<file path="config.mk">
export PLATFORM = sky130hd
export DESIGN_NAME = rc_pulse_to_signed_target_unit
export DESIGN_NICKNAME = d
export VERILOG_FILES = /design/src/design/rcpt_pkg.sv /design/src/design/rcpt_regs.sv /design/src/design/rcpt_div.sv /design/src/design/rcpt_dp.sv /design/src/design/rcpt_ctrl.sv /design/src/design/rc_pulse_to_signed_target_unit.sv
export SDC_FILE = /design/constraint.sdc
export NUM_CORES = 2
export LEC_CHECK = 0
export BUFFER_PORTS_ARGS = -buffer_cell sky130_fd_sc_hd__buf_2
export CORE_UTILIZATION = 65
export DETAILED_ROUTE_END_ITERATION = 8
export GPL_ROUTABILITY_DRIVEN = 0
export PLACE_DENSITY = 0.83
export SYNTH_ARGS = -nofsm -noshare
export SYNTH_HDL_FRONTEND = slang
export SYNTH_HIERARCHICAL = 1
export SYNTH_SLANG_ARGS = --single-unit
</file>
<file path="constraint.sdc">
create_clock -name i_clk -period 10.58 [get_ports i_clk]
set_input_delay 2.116 -clock i_clk [delete_from_list [all_inputs] [get_ports i_clk]]
set_output_delay 2.116 -clock i_clk [all_outputs]
set_load 0.01 [all_outputs]
</file>
<file path="src/design/rcpt_pkg.sv">
// Shared types, constants and register codes for the RC pulse decoder.
`default_nettype none

package rcpt_pkg;

    // Configuration port geometry.
    localparam int CFG_IDX_W  = 3;
    localparam int CFG_DATA_W = 24;

    // Register indexes on the configuration port.
    typedef enum logic [CFG_IDX_W-1:0] {
        REG_VALID_LOW  = 3'd0,
        REG_VALID_HIGH = 3'd1,
        REG_DEAD_LOW   = 3'd2,
        REG_DEAD_HIGH  = 3'd3,
        REG_SPAN_MIN   = 3'd4,
        REG_SPAN_MAX   = 3'd5,
        REG_LIMIT      = 3'd6,
        REG_TIMEOUT    = 3'd7
    } t_reg_idx;

    // Register values after reset.
    localparam logic [15:0] RST_VALID_LOW  = 16'd1000;
    localparam logic [15:0] RST_VALID_HIGH = 16'd2000;
    localparam logic [15:0] RST_DEAD_LOW   = 16'd1435;
    localparam logic [15:0] RST_DEAD_HIGH  = 16'd1465;
    localparam logic [15:0] RST_SPAN_MIN   = 16'd1100;
    localparam logic [15:0] RST_SPAN_MAX   = 16'd1800;
    localparam logic [14:0] RST_LIMIT      = 15'd15000;
    localparam logic [23:0] RST_TIMEOUT    = 24'd200000;

    // Event codes carried in the action field.
    localparam logic ACT_EDGE   = 1'b0;
    localparam logic ACT_UPDATE = 1'b1;

    // Iterative divider: quotient bits resolved per cycle and cycle count.
    localparam int DIV_Q_W     = 32;
    localparam int DIV_D_W     = 16;
    localparam int DIV_STEPS   = 4;
    localparam int DIV_ITERS   = DIV_Q_W / DIV_STEPS;
    localparam int DIV_CNT_W   = $clog2(DIV_ITERS);

    // Saturation bounds of the 16-bit target.
    localparam logic signed [33:0] TGT_MAX = 34'sd32767;
    localparam logic signed [33:0] TGT_MIN = -34'sd32768;

    typedef struct packed {
        logic        action;
        logic [31:0] time_us;
        logic        pin_level;
    } t_in_item;

    typedef struct packed {
        logic signed [15:0] target_milli;
        logic               signal_valid;
        logic               signal_lost;
        logic [15:0]        pulse_width_us;
    } t_out_item;

    typedef struct packed {
        logic [15:0] valid_low_us;
        logic [15:0] valid_high_us;
        logic [15:0] dead_low_us;
        logic [15:0] dead_high_us;
        logic [15:0] span_min_us;
        logic [15:0] span_max_us;
        logic [14:0] target_limit_milli;
        logic [23:0] timeout_us;
    } t_cfg;

    typedef enum logic [2:0] {
        ST_IDLE,
        ST_MUL,
        ST_DSTART,
        ST_DIV,
        ST_FIX,
        ST_OUT
    } t_state;

    // Commands from the controller to the datapath.
    typedef struct packed {
        logic take_edge;
        logic take_update;
        logic mul;
        logic div_start;
        logic fix;
        logic load_out;
    } t_dp_cmd;

    // Status from the datapath to the controller.
    typedef struct packed {
        logic map_needed;
        logic div_done;
        logic out_free;
    } t_dp_status;

endpackage

`default_nettype wire

</file>
<file path="src/design/rcpt_regs.sv">
// Configuration register file of the RC pulse decoder.
`default_nettype none

module rcpt_regs (
    input  wire logic                            i_clk,
    input  wire logic                            i_rst_n,
    input  wire logic                            i_cfg_we,
    input  wire logic [rcpt_pkg::CFG_IDX_W-1:0]  i_cfg_idx,
    input  wire logic [rcpt_pkg::CFG_DATA_W-1:0] i_cfg_data,
    output rcpt_pkg::t_cfg                       o_cfg
);
    import rcpt_pkg::*;

    t_cfg r_cfg;

    // Registers load on a write strobe; each keeps only its own width.
    always_ff @(posedge i_clk) begin
        if (!i_rst_n) begin
            r_cfg.valid_low_us       <= RST_VALID_LOW;
            r_cfg.valid_high_us      <= RST_VALID_HIGH;
            r_cfg.dead_low_us        <= RST_DEAD_LOW;
            r_cfg.dead_high_us       <= RST_DEAD_HIGH;
            r_cfg.span_min_us        <= RST_SPAN_MIN;
            r_cfg.span_max_us        <= RST_SPAN_MAX;
            r_cfg.target_limit_milli <= RST_LIMIT;
            r_cfg.timeout_us         <= RST_TIMEOUT;
        end else if (i_cfg_we) begin
            unique case (t_reg_idx'(i_cfg_idx))
                REG_VALID_LOW:  r_cfg.valid_low_us       <= i_cfg_data[15:0];
                REG_VALID_HIGH: r_cfg.valid_high_us      <= i_cfg_data[15:0];
                REG_DEAD_LOW:   r_cfg.dead_low_us        <= i_cfg_data[15:0];
                REG_DEAD_HIGH:  r_cfg.dead_high_us       <= i_cfg_data[15:0];
                REG_SPAN_MIN:   r_cfg.span_min_us        <= i_cfg_data[15:0];
                REG_SPAN_MAX:   r_cfg.span_max_us        <= i_cfg_data[15:0];
                REG_LIMIT:      r_cfg.target_limit_milli <= i_cfg_data[14:0];
                REG_TIMEOUT:    r_cfg.timeout_us         <= i_cfg_data[23:0];
            endcase
        end
    end

    assign o_cfg = r_cfg;

endmodule

`default_nettype wire

</file>
<file path="src/design/rcpt_div.sv">
// Iterative unsigned divider, DIV_STEPS quotient bits per cycle.
`default_nettype none

module rcpt_div (
    input  wire logic                         i_clk,
    input  wire logic                         i_rst_n,
    input  wire logic                         i_start,
    input  wire logic [rcpt_pkg::DIV_Q_W-1:0] i_dividend,
    input  wire logic [rcpt_pkg::DIV_D_W-1:0] i_divisor,
    output logic                              o_done,
    output logic [rcpt_pkg::DIV_Q_W-1:0]      o_quotient
);
    import rcpt_pkg::*;

    logic                 r_busy;
    logic [DIV_CNT_W-1:0] r_cnt;
    logic [DIV_Q_W-1:0]   r_quo;
    logic [DIV_D_W-1:0]   r_rem;
    logic [DIV_D_W-1:0]   r_dsr;
    logic [DIV_Q_W-1:0]   n_quo;
    logic [DIV_D_W-1:0]   n_rem;

    // Restoring division: the dividend shifts out of the top of the quotient
    // register while quotient bits shift in at the bottom.
    always_comb begin
        logic [DIV_D_W:0] trial;
        n_quo = r_quo;
        n_rem = r_rem;
        for (int i = 0; i < DIV_STEPS; i++) begin
            trial = {n_rem, n_quo[DIV_Q_W-1]};
            n_quo = {n_quo[DIV_Q_W-2:0], 1'b0};
            if (trial >= {1'b0, r_dsr}) begin
                trial    = trial - {1'b0, r_dsr};
                n_quo[0] = 1'b1;
            end
            n_rem = trial[DIV_D_W-1:0];
        end
    end

    // Iteration control.
    always_ff @(posedge i_clk) begin
        if (!i_rst_n) begin
            r_busy <= 1'b0;
            r_cnt  <= '0;
        end else if (i_start) begin
            r_busy <= 1'b1;
            r_cnt  <= '0;
        end else if (r_busy) begin
            r_cnt <= r_cnt + 1'b1;
            if (o_done) begin
                r_busy <= 1'b0;
            end
        end
    end

    // Operand and partial result registers.
    always_ff @(posedge i_clk) begin
        if (i_start) begin
            r_quo <= i_dividend;
            r_rem <= '0;
            r_dsr <= i_divisor;
        end else if (r_busy) begin
            r_quo <= n_quo;
            r_rem <= n_rem;
        end
    end

    assign o_done     = r_busy && (r_cnt == DIV_CNT_W'(DIV_ITERS - 1));
    assign o_quotient = r_quo;

endmodule

`default_nettype wire

</file>
<file path="src/design/rcpt_dp.sv">
// Datapath: pulse timing state, timeout check, linear mapping and result register.
`default_nettype none

module rcpt_dp (
    input  wire logic                 i_clk,
    input  wire logic                 i_rst_n,
    input  wire rcpt_pkg::t_dp_cmd    i_cmd,
    output rcpt_pkg::t_dp_status      o_status,
    input  wire rcpt_pkg::t_cfg       i_cfg,
    input  wire rcpt_pkg::t_in_item   i_in_data,
    input  wire logic                 i_out_ready,
    output logic                      o_out_valid,
    output rcpt_pkg::t_out_item       o_out_data
);
    import rcpt_pkg::*;

    logic [31:0]        r_rise;
    logic [31:0]        r_last_edge;
    logic [31:0]        r_width;
    logic               r_valid_flag;
    logic               r_lost;
    logic               r_map;
    logic               r_neg;
    logic [15:0]        r_diff_mag;
    logic [15:0]        r_den_mag;
    logic [31:0]        r_num_mag;
    logic signed [32:0] r_qs;
    logic               r_out_valid;
    t_out_item          r_out;

    logic [31:0]        s_elapsed;
    logic               s_lost;
    logic [31:0]        s_new_width;
    logic               s_in_dead;
    logic [16:0]        s_diff;
    logic [16:0]        s_diff_neg;
    logic [16:0]        s_den;
    logic [16:0]        s_den_neg;
    logic               s_map;
    logic [15:0]        s_lim2;
    logic               s_div_done;
    logic [31:0]        s_quo;
    logic signed [33:0] s_t;
    logic signed [15:0] s_target;
    logic [15:0]        s_width_sat;

    // Timeout check and pulse width measurement, modulo 2^32.
    assign s_elapsed   = i_in_data.time_us - r_last_edge;
    assign s_lost      = s_elapsed > {8'd0, i_cfg.timeout_us};
    assign s_new_width = i_in_data.time_us - r_rise;

    // Mapping operands: a valid width is below 65535, so its low half is exact.
    assign s_in_dead  = (r_width > {16'd0, i_cfg.dead_low_us})
                     && (r_width < {16'd0, i_cfg.dead_high_us});
    assign s_diff     = {1'b0, r_width[15:0]} - {1'b0, i_cfg.span_min_us};
    assign s_diff_neg = 17'd0 - s_diff;
    assign s_den      = {1'b0, i_cfg.span_max_us} - {1'b0, i_cfg.span_min_us};
    assign s_den_neg  = 17'd0 - s_den;
    assign s_map      = r_valid_flag && !s_lost && !s_in_dead
                     && (i_cfg.span_max_us != i_cfg.span_min_us);
    assign s_lim2     = {i_cfg.target_limit_milli, 1'b0};

    // Pulse state updates on edge and update events.
    always_ff @(posedge i_clk) begin
        if (!i_rst_n) begin
            r_rise       <= '0;
            r_last_edge  <= '0;
            r_width      <= '0;
            r_valid_flag <= 1'b0;
        end else if (i_cmd.take_edge) begin
            r_last_edge <= i_in_data.time_us;
            if (i_in_data.pin_level) begin
                r_rise <= i_in_data.time_us;
            end else begin
                r_width      <= s_new_width;
                r_valid_flag <= (s_new_width > {16'd0, i_cfg.valid_low_us})
                             && (s_new_width < {16'd0, i_cfg.valid_high_us});
            end
        end else if (i_cmd.take_update && s_lost) begin
            r_valid_flag <= 1'b0;
        end
    end

    // Mapping pipeline: magnitudes and sign, product, signed quotient.
    always_ff @(posedge i_clk) begin
        if (i_cmd.take_update) begin
            r_lost     <= s_lost;
            r_map      <= s_map;
            r_neg      <= s_diff[16] ^ s_den[16];
            r_diff_mag <= s_diff[16] ? s_diff_neg[15:0] : s_diff[15:0];
            r_den_mag  <= s_den[16] ? s_den_neg[15:0] : s_den[15:0];
        end
        if (i_cmd.mul) begin
            r_num_mag <= 32'(r_diff_mag) * 32'(s_lim2);
        end
        if (i_cmd.fix) begin
            r_qs <= r_neg ? (33'sd0 - $signed({1'b0, s_quo})) : $signed({1'b0, s_quo});
        end
    end

    rcpt_div u_div (
        .i_clk      (i_clk),
        .i_rst_n    (i_rst_n),
        .i_start    (i_cmd.div_start),
        .i_dividend (r_num_mag),
        .i_divisor  (r_den_mag),
        .o_done     (s_div_done),
        .o_quotient (s_quo)
    );

    // Offset by the limit and saturate to 16 bits; the target is zero when no mapping is needed.
    assign s_t = {r_qs[32], r_qs} - $signed({19'd0, i_cfg.target_limit_milli});
    always_comb begin
        if (!r_map) begin
            s_target = '0;
        end else if (s_t > TGT_MAX) begin
            s_target = TGT_MAX[15:0];
        end else if (s_t < TGT_MIN) begin
            s_target = TGT_MIN[15:0];
        end else begin
            s_target = s_t[15:0];
        end
    end

    assign s_width_sat = (|r_width[31:16]) ? 16'hFFFF : r_width[15:0];

    // Result register: holds a finished result until its transfer.
    always_ff @(posedge i_clk) begin
        if (!i_rst_n) begin
            r_out_valid <= 1'b0;
        end else if (i_cmd.load_out) begin
            r_out_valid <= 1'b1;
        end else if (i_out_ready) begin
            r_out_valid <= 1'b0;
        end
    end

    always_ff @(posedge i_clk) begin
        if (i_cmd.load_out) begin
            r_out.target_milli   <= s_target;
            r_out.signal_valid   <= r_valid_flag;
            r_out.signal_lost    <= r_lost;
            r_out.pulse_width_us <= s_width_sat;
        end
    end

    assign o_status.map_needed = r_map;
    assign o_status.div_done   = s_div_done;
    assign o_status.out_free   = !r_out_valid || i_out_ready;
    assign o_out_valid         = r_out_valid;
    assign o_out_data          = r_out;

endmodule

`default_nettype wire

</file>
<file path="src/design/rcpt_ctrl.sv">
// Controller state machine sequencing events through the datapath.
`default_nettype none

module rcpt_ctrl (
    input  wire logic                 i_clk,
    input  wire logic                 i_rst_n,
    input  wire logic                 i_in_valid,
    input  wire logic                 i_action,
    output logic                      o_in_ready,
    output rcpt_pkg::t_dp_cmd         o_cmd,
    input  wire rcpt_pkg::t_dp_status i_status
);
    import rcpt_pkg::*;

    t_state r_state;
    t_state n_state;

    // State register.
    always_ff @(posedge i_clk) begin
        if (!i_rst_n) begin
            r_state <= ST_IDLE;
        end else begin
            r_state <= n_state;
        end
    end

    // Next state and datapath commands.
    always_comb begin
        n_state    = r_state;
        o_cmd      = '0;
        o_in_ready = 1'b0;
        unique case (r_state)
            ST_IDLE: begin
                o_in_ready = 1'b1;
                if (i_in_valid) begin
                    if (i_action == ACT_UPDATE) begin
                        o_cmd.take_update = 1'b1;
                        n_state           = ST_MUL;
                    end else begin
                        o_cmd.take_edge = 1'b1;
                    end
                end
            end
            ST_MUL: begin
                if (i_status.map_needed) begin
                    o_cmd.mul = 1'b1;
                    n_state   = ST_DSTART;
                end else begin
                    n_state = ST_OUT;
                end
            end
            ST_DSTART: begin
                o_cmd.div_start = 1'b1;
                n_state         = ST_DIV;
            end
            ST_DIV: begin
                if (i_status.div_done) begin
                    n_state = ST_FIX;
                end
            end
            ST_FIX: begin
                o_cmd.fix = 1'b1;
                n_state   = ST_OUT;
            end
            ST_OUT: begin
                if (i_status.out_free) begin
                    o_cmd.load_out = 1'b1;
                    n_state        = ST_IDLE;
                end
            end
            default: begin
                n_state = ST_IDLE;
            end
        endcase
    end

endmodule

`default_nettype wire

</file>
<file path="src/design/rc_pulse_to_signed_target_unit.sv">
// Top level of the RC pulse decoder: registers, controller and datapath.
//
// Decodes a radio-control servo pulse from timestamped pin edge events and
// reports a signed target in thousandths on each periodic update event. An
// edge event gives no result. An update event gives one result, offered
// after the MUL and OUT states when no mapping is needed (signal invalid,
// lost, inside the deadband or zero span), and after MUL, DSTART, DIV, FIX
// and OUT when the width is mapped, through a 16x16 multiply and an iterative
// 32/16 divider resolving four quotient bits per cycle. The next event is
// taken in the cycle after the result is loaded. The result register frees
// the controller once loaded, so the next event is taken while the result
// still waits for its transfer; an update waits in its final step only when
// the previous result has not yet been taken.
// Configuration is written through a plain write port; the user must write it
// only while the block is idle, as the block itself does not enforce it.
`default_nettype none

module rc_pulse_to_signed_target_unit (
    input  wire logic                            i_clk,
    input  wire logic                            i_rst_n,
    input  wire logic                            i_in_valid,
    output logic                                 o_in_ready,
    input  wire rcpt_pkg::t_in_item              i_in_data,
    output logic                                 o_out_valid,
    input  wire logic                            i_out_ready,
    output rcpt_pkg::t_out_item                  o_out_data,
    input  wire logic                            i_cfg_we,
    input  wire logic [rcpt_pkg::CFG_IDX_W-1:0]  i_cfg_idx,
    input  wire logic [rcpt_pkg::CFG_DATA_W-1:0] i_cfg_data
);
    import rcpt_pkg::*;

    t_cfg       s_cfg;
    t_dp_cmd    s_cmd;
    t_dp_status s_status;

    rcpt_regs u_regs (
        .i_clk      (i_clk),
        .i_rst_n    (i_rst_n),
        .i_cfg_we   (i_cfg_we),
        .i_cfg_idx  (i_cfg_idx),
        .i_cfg_data (i_cfg_data),
        .o_cfg      (s_cfg)
    );

    rcpt_ctrl u_ctrl (
        .i_clk      (i_clk),
        .i_rst_n    (i_rst_n),
        .i_in_valid (i_in_valid),
        .i_action   (i_in_data.action),
        .o_in_ready (o_in_ready),
        .o_cmd      (s_cmd),
        .i_status   (s_status)
    );

    rcpt_dp u_dp (
        .i_clk       (i_clk),
        .i_rst_n     (i_rst_n),
        .i_cmd       (s_cmd),
        .o_status    (s_status),
        .i_cfg       (s_cfg),
        .i_in_data   (i_in_data),
        .i_out_ready (i_out_ready),
        .o_out_valid (o_out_valid),
        .o_out_data  (o_out_data)
    );

endmodule

`default_nettype wire

</file>
==> results.toml <==
[outcome]
status = "complete, no violations"

[placement]
dp.cells = 4724
hpwl_um = 65000
io_buffers = 101

[timing]
fin_tns_setup_ns = 0
maxSlewHeadroom_pct = 19.0
layout_min_cycle_time_ns = 9.82
finalClockSkew_ns = 0.0345
worstMarginPinSlew_ns = 1.21
rsz0062_at_grt = "false"
final_max_slew_viol_count = 0
hold_viol = 0
fmax_mhz = 102
fin_crit_sh_pct = 92.9
holdWs_ns = 0.411
setup_viol = 0

[power_and_ir_drop]
power.leakage_nw = 17.5
power_density_nw_per_um2 = 351
p_total_w = 0.0138
irDropWorstVdd_mv = 0.471

[worst_setup_path]
end_kind = "register"
cpPeakStageDelay_ns = 0.46
cp_num_buf_inv = 4
critical_path.top_delay_family = "compound AO/OA/AOI/OAI gates"
start_kind = "register"
cp.arrival_ns = 10.29
cp_slowest_cell = "edfxtp_1"
required_ns = 11.05
crit_type = "reg -> reg"
crit_fanout = 15

[synthesis]
yosys_warnings = 6
syn_inst = 3990
ys_types = 113
synth-seq-cells = 437
ys_seq_area_share_pct = 28.7
synth-async-reset-ratio_pct = 0
synth_edf_count = 181
syn-cell-area_sq_um = 36700
synth_flop_cell = "dfxtp_1"
avgSynthCellArea_sq_um = 9.21
synth_nets = 4604

[cts]
cts_made_buffers = 48
clock_latency_ns = 0.61
cts_resized = 0
hold_buffers = 0
cts.sinks = 437
cts_max_level = 2
cts.clk_slew.worst_paths_ns = 0.06
cts-root-buf = "clkbuf_16"
clock_path_buffers = 3
post_cts_buffers = 0
cts_tree = "done"

[route]
post-route-drc-count = 0
wl_per_cell_um = 18.2
finalWirelength_um = 87400
vias_per_cell = 5.94
drt_pass1_iterations = 6
ant_nets = 0
routed-via-count = 28600
first_iter_violations = 1963

[final_layout]
area_delta_synth_final_pct = 7.28
n_fill_cell = 4118
fin_nets = 4640
multi_input_area_sq_um = 23900
regArea_sq_um = 10600
drive_gt1_share_pct = 8.41
post_layout_nonfiller_instances = 4814
antennaDiodeCount = 0
fin_util_pct = 71.0

[floorplanning]
core-area_sq_um = 55500
die_y_um = 240
io_pins = 102
die_x_um = 240
rows = 86
start_util_pct = 66.2
die-area_sq_um = 57500

[global_route]
grt_max_degree = 197
grt_pass1_vias = 28300
grtUsageTotal_pct = 30.9
grt_pass1_wl_um = 142000
antenna_found_initial = 1
overflow = 0

[job]
cap_violations = 0

[hold_path]
hp-class = "reg -> reg"
## where the power goes
group / total, W / internal [W] / switching [W] / leakage (nW)
clock network: 0.00173 / 0.00102 / 0.000713 / 0.799
registers: 0.00229 / 0.00213 / 0.000154 / 3.73
logic: 0.00981 / 0.00425 / 0.00555 / 12.9
## metal layers
layer	wire, um	global-route usage (%)	vias up
met5	13	0	-
met4	2680	10.5	2
met3	6000	4.91	199
met2	40500	50.6	1006
met1	38300	41.5	13700
li1	-	-	13700
## registers in the layout, indices dropped and copies added, names as in the netlist, 3 cells and up
register and cells:
u_dp/r_rise 32, u_dp/r_qs 33, u_dp/u_div/r_dsr 16, u_regs/o_cfg 135, u_dp/r_last_edge 32, u_dp/u_div/r_cnt 3
u_dp/u_div/o_quotient 32, u_dp/o_out_data 34, u_dp/r_diff_mag 16, u_ctrl/r_state 3, u_dp/u_div/r_rem 16, u_dp/r_den_mag 16
u_dp/r_num_mag 31, u_dp/r_width 32
## synth_stat cells, types with 6 or more instances
library cell	instances	area share, %
or3_1	20	0.34
xnor2_1	165	3.9
mux2i_1	185	5.0
or2_2	23	0.39
nand2b_1	52	0.89
xor2_1	66	1.6
o31ai_1	17	0.35
and4_1	7	0.17
o41ai_1	8	0.19
ha_1	359	12
nand4_1	43	0.73
a2111oi_0	6	0.14
a21oi_1	165	2.2
nor2_1	166	1.7
a31o_2	8	0.19
a31oi_1	19	0.32
dfxtp_1	256	14
nor4_1	14	0.24
o21bai_1	13	0.27
a21boi_0	59	1.2
edfxtp_1	181	15
o21ai_1	16	0.22
nor3_1	46	0.63
a311oi_1	7	0.17
nand2_1	453	4.6
mux2_2	58	1.8
clkbuf_1	98	1.0
or4_1	8	0.16
nand3_1	50	0.68
nor2b_1	127	2.2
o31a_1	6	0.14
inv_1	467	4.8
o21a_1	45	0.92
a21o_1	101	2.1
and3_1	14	0.24
buf_6	6	0.18
o21ai_0	111	1.5
nor3b_1	9	0.18
buf_2	21	0.29
a211oi_1	28	0.57
and2_1	152	2.6
o211ai_1	13	0.27
fa_1	189	10
a211o_1	6	0.14
## area by class of cell
type | count | area share (%)
Clock buffer | 64 | 3.38
Clock inverter | 26 | 0.768
Inverter | 469 | 4.47
Multi-Input combinational cell | 2949 | 60.5
Sequential cell | 437 | 26.8
Tap cell | 748 | 2.37
Timing Repair Buffer | 121 | 1.71
## worst reg2reg max path: cells and delay by family (launching register included)
kind	cells	cell delay (ns)
flops	1	0.46
mux	3	1.01
simple gates	9	1.47
buf+inv	4	0.99
fa+ha+maj	4	1.33
compound gates	22	4.43
## per-stage QoR
stage	area [sq um]	setup WS, ns
final	39400	0.755
after global routing	39400	0.0662
after CTS	39400	0.568
after detailed placement	37800	0.645
after global placement	37800	0.948
after floorplan	36700	1.47
## kinds of logic after synthesis
logic type               count (synthesis)  synth area share, %
AND/OR/NAND/NOR                       1222                 16.8
AO/OA/AOI/OAI                          702                 13.1
buffers and inverters                  604                 6.46
adder cells (fa/ha/maj)                548                 22.5
flip-flops                             437                 28.7
multiplexers                           245                 6.88
XOR/XNOR                               231                 5.51
other                                    1               0.0102
## cells in the final DEF, fill, tap and decap left out, drive strengths merged, types with 165 or more instances in the layout
cell type	instances
inv	473
a21oi	170
fa	189
mux2i	185
dfxtp	256
nor2	168
edfxtp	181
nand2	453
xnor2	165
ha	359
## final timing paths
path,startpoint,endpoint,slack (ns),cells past startpoint
min reg2reg,u_dp/r_den_mag[1]$_DFFE_PP_,u_dp/u_div/r_dsr[1]$_DFFE_PP_,0.41,0
min,u_dp/r_den_mag[1]$_DFFE_PP_,u_dp/u_div/r_dsr[1]$_DFFE_PP_,0.41,0
max reg2reg,u_dp/u_div/r_dsr[1]$_DFFE_PP_,u_dp/u_div/r_rem[2]$_SDFFE_PP0P_,0.76,42
max,u_dp/u_div/r_dsr[1]$_DFFE_PP_,u_dp/u_div/r_rem[2]$_SDFFE_PP0P_,0.76,42
(Power assumes the default switching activity.)
